## src/sv/lfu_pkg.sv

```systemverilog
`timescale 1ns / 1ps
// shared types and constants for the lfu page replacement block
// no dependencies

package lfu_pkg;

    // fixed field widths
    localparam int FAULT_W = 32;
    localparam int SLOT_W  = 3;
    localparam int FIU_W   = 4;
    localparam int APB_AW  = 3;
    localparam int APB_DW  = 32;

    // register map
    localparam logic [APB_AW-1:0] ADDR_FRAMES_IN_USE = 3'd0;
    localparam logic [FIU_W-1:0]  FIU_RESET          = 4'd8;

    localparam logic [FAULT_W-1:0] FAULT_MAX = {FAULT_W{1'b1}};

    // flags carried along the scan chain
    typedef struct packed {
        logic hit;
        logic empty;
    } t_scan_flags;

    // write-back command to one cell
    typedef struct packed {
        logic en;
        logic hit;
    } t_wr_cmd;

endpackage

```

## src/sv/lfu_cell.sv

```systemverilog
`timescale 1ns / 1ps
// one frame cell: holds page, occupied flag and use count, folds itself
// into the scan word handed down the chain; depends on lfu_pkg

module lfu_cell
    import lfu_pkg::*;
#(
    parameter int IDX        = 0,
    parameter int IDX_W      = 3,
    parameter int CNT_W      = 4,
    parameter int PAGE_BITS  = 16,
    parameter int COUNT_BITS = 16
) (
    input  logic                  i_clk,
    input  logic                  i_rst_n,
    input  logic [PAGE_BITS-1:0]  i_key,
    input  logic [CNT_W-1:0]      i_n_active,
    input  t_wr_cmd               i_wr,
    input  t_scan_flags           i_flags,
    input  logic [IDX_W-1:0]      i_hit_idx,
    input  logic [IDX_W-1:0]      i_empty_idx,
    input  logic [COUNT_BITS-1:0] i_best_cnt,
    input  logic [IDX_W-1:0]      i_best_idx,
    input  logic [PAGE_BITS-1:0]  i_best_page,
    output t_scan_flags           o_flags,
    output logic [IDX_W-1:0]      o_hit_idx,
    output logic [IDX_W-1:0]      o_empty_idx,
    output logic [COUNT_BITS-1:0] o_best_cnt,
    output logic [IDX_W-1:0]      o_best_idx,
    output logic [PAGE_BITS-1:0]  o_best_page
);

    localparam bit                    IS_FIRST = (IDX == 0);
    localparam logic [IDX_W-1:0]      MY_IDX   = IDX_W'(IDX);
    localparam logic [CNT_W-1:0]      MY_POS   = CNT_W'(IDX);
    localparam logic [COUNT_BITS-1:0] CNT_MAX  = {COUNT_BITS{1'b1}};

    logic [PAGE_BITS-1:0]  r_page;
    logic                  r_occ;
    logic [COUNT_BITS-1:0] r_count;

    t_scan_flags           r_flags, n_flags;
    logic [IDX_W-1:0]      r_hit_idx, n_hit_idx;
    logic [IDX_W-1:0]      r_empty_idx, n_empty_idx;
    logic [COUNT_BITS-1:0] r_best_cnt, n_best_cnt;
    logic [IDX_W-1:0]      r_best_idx, n_best_idx;
    logic [PAGE_BITS-1:0]  r_best_page, n_best_page;

    logic w_active;

    assign w_active = (MY_POS < i_n_active);

    // fold this frame into the incoming scan word
    always_comb begin
        n_flags     = i_flags;
        n_hit_idx   = i_hit_idx;
        n_empty_idx = i_empty_idx;
        n_best_cnt  = i_best_cnt;
        n_best_idx  = i_best_idx;
        n_best_page = i_best_page;
        if (w_active) begin
            if (!i_flags.hit && r_occ && (r_page == i_key)) begin
                n_flags.hit = 1'b1;
                n_hit_idx   = MY_IDX;
            end
            if (!i_flags.empty && !r_occ) begin
                n_flags.empty = 1'b1;
                n_empty_idx   = MY_IDX;
            end
            if (IS_FIRST || (r_count < i_best_cnt)) begin
                n_best_cnt  = r_count;
                n_best_idx  = MY_IDX;
                n_best_page = r_page;
            end
        end
    end

    // scan word to the next cell
    always_ff @(posedge i_clk) begin
        r_flags     <= n_flags;
        r_hit_idx   <= n_hit_idx;
        r_empty_idx <= n_empty_idx;
        r_best_cnt  <= n_best_cnt;
        r_best_idx  <= n_best_idx;
        r_best_page <= n_best_page;
    end

    // frame contents, updated on write-back
    always_ff @(posedge i_clk) begin
        if (!i_rst_n) begin
            r_occ   <= 1'b0;
            r_count <= '0;
        end else if (i_wr.en) begin
            if (i_wr.hit) begin
                if (r_count != CNT_MAX) begin
                    r_count <= r_count + 1'b1;
                end
            end else begin
                r_occ   <= 1'b1;
                r_count <= COUNT_BITS'(1);
            end
        end
    end

    // page tag needs no reset
    always_ff @(posedge i_clk) begin
        if (i_wr.en && !i_wr.hit) begin
            r_page <= i_key;
        end
    end

    assign o_flags     = r_flags;
    assign o_hit_idx   = r_hit_idx;
    assign o_empty_idx = r_empty_idx;
    assign o_best_cnt  = r_best_cnt;
    assign o_best_idx  = r_best_idx;
    assign o_best_page = r_best_page;

endmodule

```

## src/sv/lfu_page_replacement_top.sv

```systemverilog
`timescale 1ns / 1ps
// top level of the lfu page replacement block: sequencer, config register
// and the chain of frame cells; depends on lfu_pkg and lfu_cell
//
// usage
//   command channel: drive i_page_number with start high; the word is taken
//   at the edge where start is high and busy is low. busy stays high until
//   the result has been written back.
//   result channel: o_valid is high for one cycle with o_hit, o_slot,
//   o_evicted_valid, o_evicted_page and o_fault_total. there is no stall.
//   config: APB register frames_in_use at address 0 (reset 8); write it only
//   while busy is low. 0 acts as 1, values above MAX_FRAMES as MAX_FRAMES.
//   timing: the scan word walks the cell chain one frame per cycle through
//   the register in each cell; the done state then takes the decision and
//   does the write-back, and the result is registered onto the ports. start
//   can be accepted again at the edge that ends the o_valid cycle, so a new
//   word is taken only after the last one's result is out.
//   reset: synchronous, active low; all frames empty, fault count zero.

module lfu_page_replacement_top
    import lfu_pkg::*;
#(
    parameter int MAX_FRAMES = 8,
    parameter int PAGE_BITS  = 16,
    parameter int COUNT_BITS = 16
) (
    input  logic                 i_clk,
    input  logic                 i_rst_n,
    input  logic                 start,
    output logic                 busy,
    input  logic [PAGE_BITS-1:0] i_page_number,
    output logic                 o_valid,
    output logic                 o_hit,
    output logic [SLOT_W-1:0]    o_slot,
    output logic                 o_evicted_valid,
    output logic [PAGE_BITS-1:0] o_evicted_page,
    output logic [FAULT_W-1:0]   o_fault_total,
    input  logic                 psel,
    input  logic                 penable,
    input  logic                 pwrite,
    input  logic [APB_AW-1:0]    paddr,
    input  logic [APB_DW-1:0]    pwdata,
    output logic [APB_DW-1:0]    prdata,
    output logic                 pready
);

    localparam int IDX_W = (MAX_FRAMES > 1) ? $clog2(MAX_FRAMES) : 1;
    localparam int CNT_W = $clog2(MAX_FRAMES + 1);
    localparam logic [IDX_W-1:0] SCAN_LAST = IDX_W'(MAX_FRAMES - 1);
    localparam logic [CNT_W-1:0] N_MAX     = CNT_W'(MAX_FRAMES);

    localparam logic [1:0] ST_IDLE = 2'd0;
    localparam logic [1:0] ST_SCAN = 2'd1;
    localparam logic [1:0] ST_DONE = 2'd2;

    logic [1:0]           r_state, n_state;
    logic [IDX_W-1:0]     r_scan_cnt;
    logic [PAGE_BITS-1:0] r_key;
    logic [CNT_W-1:0]     r_n_active;
    logic [FIU_W-1:0]     r_fiu;
    logic [FAULT_W-1:0]   r_fault;
    logic [CNT_W-1:0]     w_n_active;
    logic                 w_accept;

    // chain wiring: position j feeds cell j
    t_scan_flags           c_flags     [MAX_FRAMES+1];
    logic [IDX_W-1:0]      c_hit_idx   [MAX_FRAMES+1];
    logic [IDX_W-1:0]      c_empty_idx [MAX_FRAMES+1];
    logic [COUNT_BITS-1:0] c_best_cnt  [MAX_FRAMES+1];
    logic [IDX_W-1:0]      c_best_idx  [MAX_FRAMES+1];
    logic [PAGE_BITS-1:0]  c_best_page [MAX_FRAMES+1];
    t_wr_cmd               w_wr        [MAX_FRAMES];

    t_scan_flags          w_end_flags;
    logic [IDX_W-1:0]     w_sel_idx;
    logic                 w_evict;

    logic                 r_valid;
    logic                 r_hit;
    logic [SLOT_W-1:0]    r_slot;
    logic                 r_ev_valid;
    logic [PAGE_BITS-1:0] r_ev_page;

    assign w_accept = start && (r_state == ST_IDLE);
    assign busy     = (r_state != ST_IDLE);

    // config register
    assign pready = 1'b1;
    always_ff @(posedge i_clk) begin
        if (!i_rst_n) begin
            r_fiu <= FIU_RESET;
        end else if (psel && penable && pwrite && (paddr[2] == ADDR_FRAMES_IN_USE[2])) begin
            r_fiu <= pwdata[FIU_W-1:0];
        end
    end
    assign prdata = (paddr[2] == ADDR_FRAMES_IN_USE[2]) ? APB_DW'(r_fiu) : '0;

    // clamp the frame count into 1..MAX_FRAMES
    always_comb begin
        priority if (r_fiu == '0) begin
            w_n_active = CNT_W'(1);
        end else if (7'(r_fiu) > 7'(MAX_FRAMES)) begin
            w_n_active = N_MAX;
        end else begin
            w_n_active = CNT_W'(r_fiu);
        end
    end

    // sequencer
    always_comb begin
        n_state = r_state;
        unique case (r_state)
            ST_IDLE: if (start) n_state = ST_SCAN;
            ST_SCAN: if (r_scan_cnt == SCAN_LAST) n_state = ST_DONE;
            ST_DONE: n_state = ST_IDLE;
            default: n_state = ST_IDLE;
        endcase
    end

    always_ff @(posedge i_clk) begin
        if (!i_rst_n) begin
            r_state    <= ST_IDLE;
            r_scan_cnt <= '0;
        end else begin
            r_state <= n_state;
            if (r_state == ST_SCAN) begin
                r_scan_cnt <= r_scan_cnt + 1'b1;
            end else begin
                r_scan_cnt <= '0;
            end
        end
    end

    // command latch
    always_ff @(posedge i_clk) begin
        if (w_accept) begin
            r_key      <= i_page_number;
            r_n_active <= w_n_active;
        end
    end

    // head of the chain
    assign c_flags[0]     = '0;
    assign c_hit_idx[0]   = '0;
    assign c_empty_idx[0] = '0;
    assign c_best_cnt[0]  = '0;
    assign c_best_idx[0]  = '0;
    assign c_best_page[0] = '0;

    // decision from the tail of the chain
    assign w_end_flags = c_flags[MAX_FRAMES];
    assign w_evict     = !w_end_flags.hit && !w_end_flags.empty;
    always_comb begin
        priority if (w_end_flags.hit) begin
            w_sel_idx = c_hit_idx[MAX_FRAMES];
        end else if (w_end_flags.empty) begin
            w_sel_idx = c_empty_idx[MAX_FRAMES];
        end else begin
            w_sel_idx = c_best_idx[MAX_FRAMES];
        end
    end

    genvar j;
    generate
        for (j = 0; j < MAX_FRAMES; j++) begin : g_cell
            assign w_wr[j].en  = (r_state == ST_DONE) && (w_sel_idx == IDX_W'(j));
            assign w_wr[j].hit = w_end_flags.hit;

            lfu_cell #(
                .IDX        (j),
                .IDX_W      (IDX_W),
                .CNT_W      (CNT_W),
                .PAGE_BITS  (PAGE_BITS),
                .COUNT_BITS (COUNT_BITS)
            ) u_cell (
                .i_clk       (i_clk),
                .i_rst_n     (i_rst_n),
                .i_key       (r_key),
                .i_n_active  (r_n_active),
                .i_wr        (w_wr[j]),
                .i_flags     (c_flags[j]),
                .i_hit_idx   (c_hit_idx[j]),
                .i_empty_idx (c_empty_idx[j]),
                .i_best_cnt  (c_best_cnt[j]),
                .i_best_idx  (c_best_idx[j]),
                .i_best_page (c_best_page[j]),
                .o_flags     (c_flags[j+1]),
                .o_hit_idx   (c_hit_idx[j+1]),
                .o_empty_idx (c_empty_idx[j+1]),
                .o_best_cnt  (c_best_cnt[j+1]),
                .o_best_idx  (c_best_idx[j+1]),
                .o_best_page (c_best_page[j+1])
            );
        end
    endgenerate

    // fault counter, saturating
    always_ff @(posedge i_clk) begin
        if (!i_rst_n) begin
            r_fault <= '0;
        end else if ((r_state == ST_DONE) && !w_end_flags.hit && (r_fault != FAULT_MAX)) begin
            r_fault <= r_fault + 1'b1;
        end
    end

    // result strobe
    always_ff @(posedge i_clk) begin
        if (!i_rst_n) begin
            r_valid <= 1'b0;
        end else begin
            r_valid <= (r_state == ST_DONE);
        end
    end

    // result word
    always_ff @(posedge i_clk) begin
        if (r_state == ST_DONE) begin
            r_hit      <= w_end_flags.hit;
            r_slot     <= SLOT_W'(w_sel_idx);
            r_ev_valid <= w_evict;
            r_ev_page  <= w_evict ? c_best_page[MAX_FRAMES] : '0;
        end
    end

    assign o_valid         = r_valid;
    assign o_hit           = r_hit;
    assign o_slot          = r_slot;
    assign o_evicted_valid = r_ev_valid;
    assign o_evicted_page  = r_ev_page;
    assign o_fault_total   = r_fault;

endmodule

```

## config.mk

```make
export PLATFORM = sky130hd
export DESIGN_NAME = lfu_page_replacement_top
export DESIGN_NICKNAME = d
export VERILOG_FILES = /design/src/sv/lfu_pkg.sv /design/src/sv/lfu_cell.sv /design/src/sv/lfu_page_replacement_top.sv
export SDC_FILE = /design/constraint.sdc
export NUM_CORES = 1
export LEC_CHECK = 0
export BUFFER_PORTS_ARGS = -buffer_cell sky130_fd_sc_hd__buf_2
export CAP_MARGIN = 10
export CORE_MARGIN = 4
export CORE_UTILIZATION = 30
export DETAILED_ROUTE_END_ITERATION = 7
export PLACE_DENSITY_LB_ADDON = 0.2
export SLEW_MARGIN = 20
export SYNTH_ARGS = -nofsm -noshare
export SYNTH_HDL_FRONTEND = slang
export SYNTH_SLANG_ARGS = --single-unit
```

## constraint.sdc

```tcl
create_clock -name i_clk -period 3.9 [get_ports i_clk]
set_input_delay 0.78 -clock i_clk [delete_from_list [all_inputs] [get_ports i_clk]]
set_output_delay 0.78 -clock i_clk [all_outputs]
set_load 0.05 [all_outputs]
```

==> flow_summary.yaml, run 1 <==
place:
  place_congestion: 0.790
  hpwl_mm: 47.1
  place.port_buffers: 85
power:
  ir_drop_v: 0.000282
  swShare_pct: 21.4
  pwr-share-clk_pct: 48.5
  p_int_mw: 11.1
  powerDensity_nw_per_um2: 439
  seq_power_share_pct: 49.6
  comb_power_share_pct: 1.9
  power.switching_mw: 3.03
  power.leakage_nw: 12.2
die:
  io_pins: 145
  start_util_pct: 30.3
  core_sq_um: 91900
  rows: 111
  die_h_um: 313
  fp.dieArea_sq_um: 97900
  die_w_um: 313
global_route:
  grtUsageTotal_pct: 13.1
  grt_pass1_wl_mm: 104
  grt_max_degree: 53
  grt_pass1_vias: 18400
  grt-ovfl-total: 0
  antenna_found_initial: 1
clock_network:
  cts_root_buffer: "clkbuf_16"
  clk_path_buf_depth: 3
  ctsHoldBuffers: 0
  ctsResizeCount: 0
  cts.sink_count: 654
  cts_setup_buffers: 0
  cts_tree: "built"
  clk_pin_slew_worst_paths_ps: 60
  ctsHtreeMaxLevel: 3
  cts_buffers: 75
  worstSkewPairLatency_ps: 620
timing:
  finalCritPeriodShare_pct: 82.2
  fin_crit_ps: 3210
  slew_headroom_pct: 28.6
  fin_tns_setup_ps: 0
  whs_ps: 347
  rsz0062_at_grt: "no"
  fmax_mhz: 312
  hold_violations: 0
  worstMarginPinSlew_ps: 1070
  fin_skew_ps: 30.1
  slew_violations: 0
  setup_viol: 0
cells_and_area:
  drive_gt1_share_pct: 18.7
  antenna_cells: 0
  finalNetCount: 2843
  syn_to_final_growth_pct: 15.7
  mostFrequentLayoutCells: "dfxtp_1 (485), nor2_1 (197), mux2_2 (186)"
  final_common_cell: "dfxtp_1"
route:
  drc: 0
  first_pass_iters: 5
  drt-initial-drc-count: 885
  wirelength_mm: 64.4
  num_vias: 18200
  post_drt_via_cell_ratio: 4.58
  wl_per_cell_um: 16.2
  ant_nets: 0
logic_synthesis:
  synth-main-ff-cell: "dfxtp_1"
  syn_area_sq_um: 27900
  ys_ff_latch: 654
  syn_avg_cell_area_sq_um: 10.9
  synth-warning-count: 0
  ys_types: 59
  synth_cells: 2555
  synth_edf_count: 169
  ys_seq_area_share_pct: 53.0
  async_flop_share_pct: 0
flow_run:
  maxCapViolCount: 0
worst_setup_path:
  end_kind: "flip-flop"
  cp.arrival_ps: 3700
  crit_type: "flip-flop to flip-flop"
  path_max_fanout: 17
  crit_required_ps: 4400
  cp-start-kind: "flip-flop"
status:
  status: "finished, final reports clean"
worst_hold_path:
  hold_path_class: "input port to flip-flop"
[Yosys cell counts, types with 41 or more instances]
cell	instances	area (sq um)
inv_1	121	454
nor4_1	43	269
ha_1	116	1450
and2_1	41	257
xor2_1	85	744
edfxtp_1	169	5070
nor2_1	200	751
mux2_2	186	2090
nand3_1	107	536
nand2_1	97	364
xnor2_1	175	1530
nor2b_1	70	438
a21oi_1	47	235
nand4_1	104	651
nor3_1	65	325
dfxtp_1	485	9710
clkbuf_1	73	274
and3_1	51	319
[worst paths after layout]
| path | to | slack, ps | cells after the start | start |
|---|---|---|---|---|
| worst min-delay path | r_key[11] | 350 | 1 | i_page_number[11] |
| worst min register to register | g_cell[5].u_cell.o_best_idx[2] | 410 | 1 | g_cell[4].u_cell.o_best_idx[2] |
| worst max-delay path | g_cell[6].u_cell.o_best_page[2] | 690 | 6 | r_n_active[0] |
| worst max register to register | g_cell[6].u_cell.o_best_page[2] | 690 | 6 | r_n_active[0] |
[stage by stage]
step | setup WS [ps] | cells | power, mW | area (sq um) | utilization (%)
after floorplan | 540 | 2582 | 7.35 | 28000 | -
after global placement | 761 | 3835 | 7.44 | 29800 | 32.4
after detailed placement | 690 | 3836 | 7.44 | 29800 | 32.4
after CTS | 685 | 3972 | 14.4 | 32200 | 35.1
after global routing | 481 | 3972 | 14.7 | 32300 | 35.1
final | 694 | 3972 | 14.2 | 32300 | 35.1
[cell families (layout without fill, tap and decap cells)]
logic type	count (synthesis)	in the layout	synth area share [%]
compound gates	157	157	3.66
flops	654	654	53.0
fa+ha+maj	116	116	5.20
simple gates	908	908	17.7
buf+inv	252	399	4.02
xor+xnor	260	260	8.17
other cells	2	29	0.0269
mux	206	206	8.23
[layout make-up]
| class | count | area, sq um |
|---|---|---|
| clock buffers | 112 | 2210 |
| clock inverters | 24 | 216 |
| fillers | 9219 | 59700 |
| inverters | 123 | 462 |
| multi-input cells | 1676 | 12200 |
| flip-flops and latches | 654 | 14800 |
| well taps | 1243 | 1560 |
| repair buffers | 140 | 863 |
[flip-flops by register name (all words and copies together) (netlist names), 17 cells and up]
name	cells
g_cell.u_cell.r_count	128
g_cell.u_cell.o_hit_idx	17
g_cell.u_cell.o_empty_idx	17
g_cell.u_cell.o_best_idx	17
o_fault_total	32
g_cell.u_cell.r_page	128
g_cell.u_cell.o_best_cnt	112
g_cell.u_cell.o_best_page	128
[per-layer routing]
metal  routed length, um  GRT usage [%]
met2               28800           20.9
met4                1500           3.87
met5                   0              0
met3                2910           2.41
met1               31200           18.1
[power groups by stage]
stage,Clock (mW),Sequential [mW],Combinational (mW)
after floorplan,0,7.13,0.220
after global placement,0,7.17,0.272
after detailed placement,0,7.17,0.276
after CTS,7.12,7.02,0.276
after global routing,7.39,7.02,0.295
final,6.86,7.02,0.272
[critical path: stages (launching register included)]
cell and delay (ps):
edfxtp_1 460, a31oi_1 770, a211o_1 240, a211oi_1 100, nor2_2 730, buf_4 400, mux2_2 380
Note: power is estimated with default switching activity, not from simulation.
==> inputs of run 2 (changes only) <==
clock period = 2.8 ns   (was 3.9 ns; I/O delays follow)
==> run 2 against run 1 <==
  * Sequential power rose by 39%
  * Worst hold slack got worse by 240 ps
  * Clock skew fell by 1.0 ps
  * Power rose by 42%
  * Clock power rose by 44%
  * Global-route usage rose by 0.34 points
  * Maximum frequency rose by 22%
  * Flip-flop and latch count did not move
  * Cell count rose by 1.2%
  * Critical path depth rose by 3
  * Utilization rose by 0.65 points
  * Critical path type unchanged
  * Critical endpoint is now g_cell[3].u_cell.o_best_cnt[3]
  * Highest routed layer is now met5
==> flow_summary.yaml, run 2 (synthesis results as in run 1) <==
timing:
  fmax_mhz: 382
  rsz0062_at_grt: "no"
  setup_viol: 0
  fin_crit_ps: 2620
  fin_tns_setup_ps: 0
  worstMarginPinSlew_ps: 933
  fin_skew_ps: 29.1
  whs_ps: 107
  slew_headroom_pct: 37.7
  hold_violations: 0
  slew_violations: 0
  finalCritPeriodShare_pct: 93.6
power:
  power.leakage_nw: 12.5
  powerDensity_nw_per_um2: 611
  p_total_mw: 20.1
  ir_drop_v: 0.000387
clock_network:
  worstSkewPairLatency_ps: 630
  cts.sink_count: 654
  cts_buffers: 76
  cts_tree: "built"
  cts_setup_buffers: 0
  ctsHtreeMaxLevel: 3
  cts_root_buffer: "clkbuf_16"
  clk_pin_slew_worst_paths_ps: 60
  clk_path_buf_depth: 3
worst_setup_path:
  r2r_cells: 9
  crit_type: "flip-flop to flip-flop"
  cp.arrival_ps: 3110
  end_kind: "flip-flop"
  slowest_delay_ps: 510
  r2r_setup_slack_ps: 180
  cp.depth: 9
  worstPathCellList: "inv_1, ha_1, a211oi_1, o21ai_0, a211oi_2, nor4_1, or4_1, buf_4, mux2_2"
  r2r-end: "g_cell[3].u_cell.o_best_cnt[3]"
  crit_slowest_cell: "or4_1"
  crit_required_ps: 3290
  cp_num_buf_inv: 2
  path_max_fanout: 16
  cp-start-kind: "flip-flop"
  cp_top_family: "compound AO/OA/AOI/OAI gates"
  reg2reg_from: "g_cell[2].u_cell.o_best_cnt[2]"
cells_and_area:
  mostFrequentLayoutCells: "dfxtp_1 (485), nor2_1 (197), mux2_2 (186)"
  finalNetCount: 2888
  drive_gt1_share_pct: 20.1
  n_fill_cell: 9243
  syn_to_final_growth_pct: 17.8
  final_common_cell: "dfxtp_1"
worst_hold_path:
  hold_path_class: "input port to flip-flop"
  hold_start: "i_page_number[6]"
  whs_path_depth: 1
  min_to: "r_key[6]"
global_route:
  grtUsageTotal_pct: 13.4
  grt_pass1_wl_mm: 107
  grt_max_degree: 50
  grt-ovfl-total: 0
  antenna_found_initial: 5
  grt_pass1_vias: 18900
route:
  wl_met2_mm: 29.5
  m1WireLength_mm: 32.7
  wl_per_cell_um: 16.5
  met3_wirelength_mm: 2.68
  post_drt_via_cell_ratio: 4.62
  wirelength_mm: 66.3
  routed.top_layer: "met5"
  first_pass_iters: 5
  drc: 0
  drt-initial-drc-count: 787
  num_vias: 18600
  ant_nets: 0
status:
  status: "finished, final reports clean"
die:
  io_pins: 145
  start_util_pct: 30.3
  fp.dieArea_sq_um: 97900
  die_h_um: 313
  core_sq_um: 91900
  die_w_um: 313
  rows: 111
flow_run:
  maxCapViolCount: 0
place:
  hpwl_mm: 48.3
  place_congestion: 0.795
  place.port_buffers: 85
## run 2: cell count changes in the layout (fill, tap and decap cells not counted), sizes merged
cell    change
clkbuf      -3
clkinv      +7
buf        +43
inv         -1
bufinv      +2
diode       +1
## run 2: worst max-delay path by stage
stage,start,to
final,g_cell[2].u_cell.o_best_cnt[2],g_cell[3].u_cell.o_best_cnt[3]
after global routing,g_cell[2].u_cell.o_best_cnt[2],g_cell[3].u_cell.o_best_cnt[4]
after CTS,g_cell[2].u_cell.o_best_cnt[2],g_cell[3].u_cell.o_best_cnt[5]
after detailed placement,g_cell[2].u_cell.o_best_cnt[2],g_cell[3].u_cell.o_best_page[11]
after global placement,g_cell[2].u_cell.o_best_cnt[2],g_cell[3].u_cell.o_best_page[11]
after floorplan,r_state[0],g_cell[4].u_cell.r_count[10]
## run 2: layer usage
| metal | global-route usage, % | vias to the layer above |
|---|---|---|
| met3 | 2.13 | 94 |
| li1 | - | 9218 |
| met5 | 0 | - |
| met2 | 21.3 | 349 |
| met1 | 18.9 | 8916 |
| met4 | 3.91 | 2 |
## run 2: metrics by stage
stage	cells	instance area, sq um	worst slack (ps)	util (%)
after floorplan	2582	28000	-66.4	-
after detailed placement	3879	30300	20.6	32.9
after global routing	4020	32800	12.6	35.7
after global placement	3879	30300	-54.6	32.9
after CTS	4019	32800	27.4	35.7
final	4021	32800	180	35.7
## run 2: layout make-up
cell class | instances | area [sq um] | area share, %
Tap cell | 1243 | 1560 | 4.74
Antenna cell | 1 | 2.50 | 0.00762
Clock buffer | 108 | 2210 | 6.72
Multi-Input combinational cell | 1676 | 12200 | 37.0
Clock inverter | 32 | 343 | 1.04
Inverter | 123 | 462 | 1.41
Sequential cell | 654 | 14800 | 45.0
Timing Repair Buffer | 184 | 1330 | 4.05
## run 2: what timing repair did
item | CTS | global route
endpoints found under the setup margin | 0 | 61
gates resized for setup | 0 | 3
hold buffers | 0 | 0
## run 2: report_power, final
part | switching (mW) | internal (mW) | leakage (nW)
sequential | 0.0532 | 9.71 | 5.47
combinational | 0.283 | 0.127 | 5.79
clock | 4.00 | 5.91 | 1.25
## run 2: worst reg2reg max path: cells and delay by family, from the launching register on
family	cells	cell delay [ps]
fa+ha+maj	1	300
compound gates	3	690
flops	1	330
simple gates	2	610
buf+inv	2	280
mux	1	310
